--- config.mk ---
export PLATFORM = sky130hd
export DESIGN_NAME = htkf_rank
export DESIGN_NICKNAME = d
export VERILOG_FILES = /design/src/htkf_pkg.sv /design/src/htkf_rank.sv
export SDC_FILE = /design/constraint.sdc
export NUM_CORES = 2
export LEC_CHECK = 0
export ABC_AREA = 1
export ABC_CLOCK_PERIOD_IN_PS = 8600
export BUFFER_PORTS_ARGS = -buffer_cell sky130_fd_sc_hd__buf_4
export CORE_MARGIN = 2
export CORE_UTILIZATION = 30
export CTS_CLUSTER_DIAMETER = 200
export DETAILED_ROUTE_END_ITERATION = 16
export GPL_TIMING_DRIVEN = 0
export REMOVE_ABC_BUFFERS = 1
export SLEW_MARGIN = 10
export SYNTH_ARGS = -nofsm -noshare
export SYNTH_HDL_FRONTEND = slang
export SYNTH_SLANG_ARGS = --single-unit
--- constraint.sdc ---
create_clock -name aclk -period 8.6 [get_ports aclk]
set_clock_uncertainty 0.2 [all_clocks]
set_input_delay 2.58 -clock aclk [delete_from_list [all_inputs] [get_ports aclk]]
set_output_delay 2.58 -clock aclk [all_outputs]
set_load 0.01 [all_outputs]
--- src/htkf_pkg.sv ---
`timescale 1ns / 1ps
// Shared types and constants of the top-k frequency counter.
// Used by htkf_rank, histogram_top_k_frequency and the testbench; depends on nothing.
package htkf_pkg;

    // Defaults of the top-level parameters.
    localparam int KEY_COUNT_DEF  = 1024;
    localparam int MAX_TOP_DEF    = 16;
    localparam int COUNT_BITS_DEF = 32;

    // Fixed field widths of the channels.
    localparam int KEY_W       = 10;
    localparam int FREQ_W      = 32;
    localparam int S_TDATA_W   = 16;
    localparam int M_TDATA_W   = 48;
    localparam int TOPCNT_W    = 5;
    localparam int APB_DATA_W  = 32;
    localparam int APB_ADDR_W  = 3;

    localparam logic [TOPCNT_W-1:0] TOP_COUNT_RST = 5'd10;

    // Command carried in s_tuser.
    localparam logic CMD_ADD    = 1'b0;
    localparam logic CMD_REPORT = 1'b1;

    // Register index, taken from paddr[2].
    localparam logic REG_TOP_COUNT = 1'b0;

    typedef enum logic [1:0] {
        ST_CLEAR,
        ST_IDLE,
        ST_SCAN,
        ST_EMIT
    } htkf_state_t;

    // Control from the sequencer to the ranking list.
    typedef struct packed {
        logic start;    // a report begins: the list is emptied
        logic ins_vld;  // a scanned count is offered for insertion
    } htkf_rank_ctrl_t;

endpackage

--- src/htkf_rank.sv ---
`timescale 1ns / 1ps
// Ranked list of the most frequent keys, built by insertion during a scan.
// Depends on htkf_pkg.
module htkf_rank import htkf_pkg::*; #(
    parameter int MAX_TOP    = MAX_TOP_DEF,
    parameter int ADDR_W     = 10,
    parameter int COUNT_BITS = COUNT_BITS_DEF,
    parameter int LIM_W      = $clog2(MAX_TOP + 1),
    parameter int IDX_W      = (MAX_TOP > 1) ? $clog2(MAX_TOP) : 1
) (
    input  logic                  aclk,
    input  logic                  aresetn,
    input  htkf_rank_ctrl_t       ctrl,
    input  logic [ADDR_W-1:0]     ins_key,
    input  logic [COUNT_BITS-1:0] ins_cnt,
    input  logic [LIM_W-1:0]      limit,
    input  logic [IDX_W-1:0]      rd_idx,
    output logic [ADDR_W-1:0]     rd_key,
    output logic [COUNT_BITS-1:0] rd_cnt,
    output logic [LIM_W-1:0]      kept
);

    logic [ADDR_W-1:0]     key_reg  [MAX_TOP];
    logic [ADDR_W-1:0]     key_next [MAX_TOP];
    logic [COUNT_BITS-1:0] cnt_reg  [MAX_TOP];
    logic [COUNT_BITS-1:0] cnt_next [MAX_TOP];
    logic [LIM_W-1:0]      kept_reg;
    logic [LIM_W-1:0]      kept_next;
    logic [MAX_TOP-1:0]    ge;
    logic [LIM_W-1:0]      lim_m1;
    logic                  ins;

    // The list is sorted by descending count, so the entries whose count is at
    // least the new one form a prefix; the new entry goes right after it.
    // Equal counts stay ahead, which keeps the lower key first.
    always_comb begin
        for (int i = 0; i < MAX_TOP; i++) begin
            ge[i] = (LIM_W'(i) < kept_reg) && (cnt_reg[i] >= ins_cnt);
        end
        lim_m1 = limit - LIM_W'(1);
        ins    = ctrl.ins_vld && (ins_cnt != '0)
                 && ((kept_reg < limit) || !ge[lim_m1[IDX_W-1:0]]);

        key_next = key_reg;
        cnt_next = cnt_reg;
        if (ins && !ge[0]) begin
            key_next[0] = ins_key;
            cnt_next[0] = ins_cnt;
        end
        for (int i = 1; i < MAX_TOP; i++) begin
            if (ins && !ge[i]) begin
                if (ge[i-1]) begin
                    key_next[i] = ins_key;
                    cnt_next[i] = ins_cnt;
                end else begin
                    key_next[i] = key_reg[i-1];
                    cnt_next[i] = cnt_reg[i-1];
                end
            end
        end

        if (ctrl.start) begin
            kept_next = '0;
        end else if (ins && (kept_reg < limit)) begin
            kept_next = kept_reg + LIM_W'(1);
        end else begin
            kept_next = kept_reg;
        end
    end

    always_ff @(posedge aclk) begin
        key_reg <= key_next;
        cnt_reg <= cnt_next;
    end

    always_ff @(posedge aclk) begin
        if (!aresetn) begin
            kept_reg <= '0;
        end else begin
            kept_reg <= kept_next;
        end
    end

    assign rd_key = key_reg[rd_idx];
    assign rd_cnt = cnt_reg[rd_idx];
    assign kept   = kept_reg;

endmodule

# After elaboration in Yosys (flattened, before gate mapping)
# Index checks and enable logic that the tools add are counted.
[word_totals]
register_bits = 677
input_bits = 55
wordCells = 165
[op_classes]
add_sub_neg = 2
magnitude_cmp = 35
mux = 38
bitwise_logic = 2
reduce_logical = 55
[op_table]
columns = ["operator", "n"]
rows = [
  ["$mux W32", 17],
  ["$ge A32 B32 Y1", 16],
  ["$mux W10", 17],
  ["$bmux W32 S4", 1],
  ["$bmux W10 S4", 1],
  ["$lt A4 B5 Y1 const A", 8],
  ["$logic_and A1 B1 Y1", 35],
  ["$reduce_bool A32 Y1", 1],
  ["$lt A3 B5 Y1 const A", 4],
  ["$logic_not A1 Y1", 17],
  ["$lt A1 B5 Y1 const A", 2],
  ["$lt A2 B5 Y1 const A", 2],
  ["$add A5 B1 Y5 const B", 1],
  ["$ge A5 B5 Y1 const B", 1],
  ["$lt A4 B5 Y1 const B", 1],
  ["$lt A5 B5 Y1", 1],
  ["$not A4 Y5", 1],
  ["$bmux W1 S4", 1],
  ["$sub A4 B1 Y4 const B", 1],
  ["$reduce_or A2 Y1", 1],
  ["$logic_or A1 B1 Y1", 1],
  ["$mux W1", 1],
  ["$not A1 Y1", 1],
]

# Longest topological paths before layout
[logic_depth]
ltp_word = 8
depth_mapped = 21
depth_no_buf = 20

# Least setup slack after synthesis
# OpenSTA, ideal clock, no wires.
[synth_timing]
kind = "input to register"
from = "in ins_cnt[21]"
to = "reg cnt_reg[100] (netlist name), enable pin"
t_arrival_ps = 6432
path_slack_ps = 1526
path_stages = 16
cell_sequence = "inv_1 clkbuf_1 ha_1 a21oi_1 nor2_1 nor3_2 nand2_1 a21oi_1 nand2_1 nand3_1 nand3_1 nand3_1 nand3_1 nand3_2 nand2_4 nor2_1"
[synth_via]
elab_chain_len = 8
elab_cells_between_ends = 41
classes_between = "order compare: 16; mux: 2; reduce/logical: 23"
[synth_rtl]
columns = ["item", "line", "text"]
rows = [
  ["start, declared", "htkf_rank.sv:15", "input logic [COUNT_BITS-1:0] ins_cnt,"],
  ["$ge A32 B32 Y1", "htkf_rank.sv:38", "ge[i] = (LIM_W'(i) < kept_reg) && (cnt_reg[i] >= ins_cnt);"],
  ["$logic_and A1 B1 Y1", "htkf_rank.sv:38", ""],
  ["$bmux W1 S4", "htkf_rank.sv:42", "&& ((kept_reg < limit) || !ge[lim_m1[IDX_W-1:0]]);"],
  ["$mux W1 (implied by the code)", "htkf_rank.sv:42", ""],
  ["$logic_not A1 Y1", "htkf_rank.sv:42", ""],
  ["$logic_or A1 B1 Y1", "htkf_rank.sv:42", ""],
  ["$logic_and A1 B1 Y1", "htkf_rank.sv:42", ""],
  ["$logic_and A1 B1 Y1 *", "htkf_rank.sv:51", "if (ins && !ge[i]) begin"],
  ["end signal, assigned", "htkf_rank.sv:73", "cnt_reg <= cnt_next;"],
  ["end, declared", "htkf_rank.sv:25", "logic [COUNT_BITS-1:0] cnt_reg [MAX_TOP];"],
]
# Mark *: on every way between the ends. The rest lies on a longest branch, timed or not. The select of a mux whose other input is x is not followed.
# A chain may end at the register's enable or synchronous reset.

# Worst setup path after layout
[layout_timing]
from = "in rd_idx[0]"
to = "out rd_cnt[26]"
[layout_via]
elab_chain_len = 4
[layout_rtl]
columns = ["item", "line", "text"]
rows = [
  ["start, declared", "htkf_rank.sv:17", "input logic [IDX_W-1:0] rd_idx,"],
  ["$not A4 Y5 (implied by the code)", "htkf_rank.sv:85", "assign rd_cnt = cnt_reg[rd_idx];"],
  ["$bmux W32 S4", "htkf_rank.sv:85", ""],
  ["$mux W32 (implied by the code) (2 in series)", "htkf_rank.sv:85", ""],
  ["end, declared", "htkf_rank.sv:19", "output logic [COUNT_BITS-1:0] rd_cnt,"],
]
# No other way between the ends. The select of a mux whose other input is x is not followed.

==> results.md <==
* RSZ-0062 raised after global routing: no
* Post-cts sizing count at 0
* Post-CTS setup buffer count at 0
* Post-synth EDFFs at 672
* Grt total ovfl at 0
* Max_slew headroom at 17.0%
* Layout Nets at 5689
* Fmax achieved at 122 MHz
* DR pass1 iterations at 5
* CP Buf/Inv Count at 4
* Worst reg2reg path startpoint: cnt_reg[21]
* Largest stage delay, worst path at 0.45 ns
* Placed insts at 7062
* Ant. Diodes at 0
* Worst path most repeated cell: buf_16
* Maximum capacitance violations at 0
* Die width at 394 um
* Dpl ws at 0.479 ns
* YS warnings at 0
* Effective utilization at floorplan at 30.2%
* CP top delay family: buffers and inverters
* # rows at around 140
* Avg Inst Size Synth at 8.83 um2
* Syn Std Cell Area at 45700 um2
* Largest net degree at the start of global routing at 114
* Wire per inst at about 19 um
* Register area share after synthesis at ~44%
* Setup TNS at 0 ns
* FILL cells at 15.3k
* Most frequent cells in the layout: nand2_1 (1234), o21ai_0 (886), edfxtp_1 (672), ha_1 (518), inv_1 (395)
* Placed wire-length estimate at 97700 um
* CP Capture Type: primary output
* CTS tree: built
* Die ar. at around 160000 um2
* Global-route wire length before repair at between 200000 and 250000 um
* Clock sink count at 677
* Fin. max-slew vios at 0
* Clock Tree Root: clkbuf_16
* Worst Hold Launch: key_reg[78]
* Crit path max-delay cell type: buf_8
* Arr. time, crit path at around 5.4 ns
* Final Core Density at 34.3%
* Final Cycle Share at a little over nine tenths
* #FFs+latches synth at slightly below 700
* Main synth FF type: edfxtp_1
* CP cell instances: buf_8 > buf_16 > buf_16 > mux2i_1 > o211ai_1 > nand3_1 > nand2_1 > buf_4
* Fin. Hold Viols at 0
* Worst Path Required at 5.82 ns
* Power Dens Cells at 173 nW/um2
* Async set-or-reset flop fraction in the synthesized netlist at 0%
* Max FFs per register at 512
* Die Height at ~390 um
* Drt total wl at 134000 um
* Clk slew on worst S/H paths at ~0.050 ns
* Setup violators final at 0
* Min Clock Period, post-route at between 8 and 9 ns
* Routed Antenna Nets at 0
* Setup crit start: rd_idx[0]
* Commonest non-fill, non-tap cell in the layout: nand2_1
* Syn Inst Count at 5178
* Final Instance Area at 51900 um2
* Synthesis-to-layout area growth at 13.6%
* Crit Path Max Fanout at 111
* CTS Buf Count at 82
* Final WS setup at 0.384 ns
* IO Count at 102
* Run status: finished, final reports clean
* Core ar. at ~150000 um2
* VDD IR-drop max at 165 uV
* Final cell count without fillers at 7207
* CTS H-tree depth at 3
* Layout cells sized above 1 at about 5.9%
* WS Path Type: primary input to primary output
* Vias in the first global route at 35.4k
* Residual DRC count at 0
* Total GRT Usage at between 10% and 20%
* Buffers on Ports at 101
* Total power at 9.00 mW
* # hold bufs at CTS at 0
* Antenna violations before repair at 1
* Vias per std cell at 5.10
* Placed cell areas at slightly below 50000 um2
* Hold Path Class: flop to flop
* Startpoint Class: primary input
* Post-synthesis cell type count at 38
* Worst-Margin Slew at 1.24 ns
* Later-pin clock latency in the skew report at 0.65 ns
* GPL Wtd Cong at 0.866
* Maximum root-to-sink buffer count at 3
* Hold WS at 0.348 ns
* Leak pwr at 23.1 nW
* DR iter-0 viols at 3207
* DR vias at 36.7k
==> where the power goes <==
part	leakage (nW)	total (mW)	switching [mW]	internal (mW)
combinational	15.2	1.49	0.946	0.548
sequential	6.61	4.05	0.147	3.90
clock	1.25	3.46	1.43	2.03
==> cells in the mapped netlist (10+ instances only) <==
master    instances  area share, %
edfxtp_1        672             44
nor2_2           18           0.25
buf_2           110            1.2
a21oi_1         386            4.2
clkbuf_1        179            1.5
o211ai_1        165            2.7
nand2_1        1249             10
a21o_1           10           0.16
nor3_1           10           0.11
o21ai_0         886            9.7
nor2_1          185            1.5
ha_1            518             14
nand4_1          38           0.52
nand3_1         105            1.1
inv_1           397            3.3
o21bai_1         15           0.25
o21a_1           22           0.36
mux2i_1         164            3.6
==> routing by layer <==
metal,GRT usage [%],vias up,wire [um]
met2,28.9,1048,64300
met3,2.04,241,8040
li1,-,18100,-
met4,6.56,0,5080
met5,0,-,0
met1,21.5,17300,56400
==> final timing paths <==
path / end / slack [ns] / depth (start not counted)
worst max-delay path: rd_cnt[26] / 0.38 / 8
worst min register to register: key_reg[68] / 0.35 / 2
worst max register to register: cnt_reg[164] / 4.31 / 16
worst min-delay path: key_reg[68] / 0.35 / 2
==> cells by family after synthesis <==
group | count (synthesis) | synth area share [%]
AO/OA/AOI/OAI | 1493 | 17.6
XOR/XNOR | 2 | 0.0383
adder cells (fa/ha/maj) | 518 | 14.2
buffers and inverters | 701 | 6.12
flip-flops | 677 | 44.4
multiplexers | 164 | 3.59
AND/OR/NAND/NOR | 1623 | 14.1
==> worst register-to-register path: cells and delay by family (launching register included) <==
| kind | cells | cell delay [ns] |
|---|---|---|
| AND/OR/NAND/NOR | 11 | 1.94 |
| AO/OA/AOI/OAI | 2 | 0.71 |
| buffers and inverters | 2 | 0.41 |
| flip-flops | 1 | 0.39 |
| adder cells (fa/ha/maj) | 1 | 0.34 |
==> final cells by class <==
type                       instances  area (um2)  share of cell area [%]
multi-input combinational       3800       22800                    44.0
clock buffer                     114        2260                    4.35
inverter                         400        1510                    2.91
timing repair buffer             155        2190                    4.21
tap                             2030        2540                    4.89
sequential                       677       20300                    39.1
clock inverter                    31         323                   0.622
Note: power is estimated with default switching activity, not from simulation.
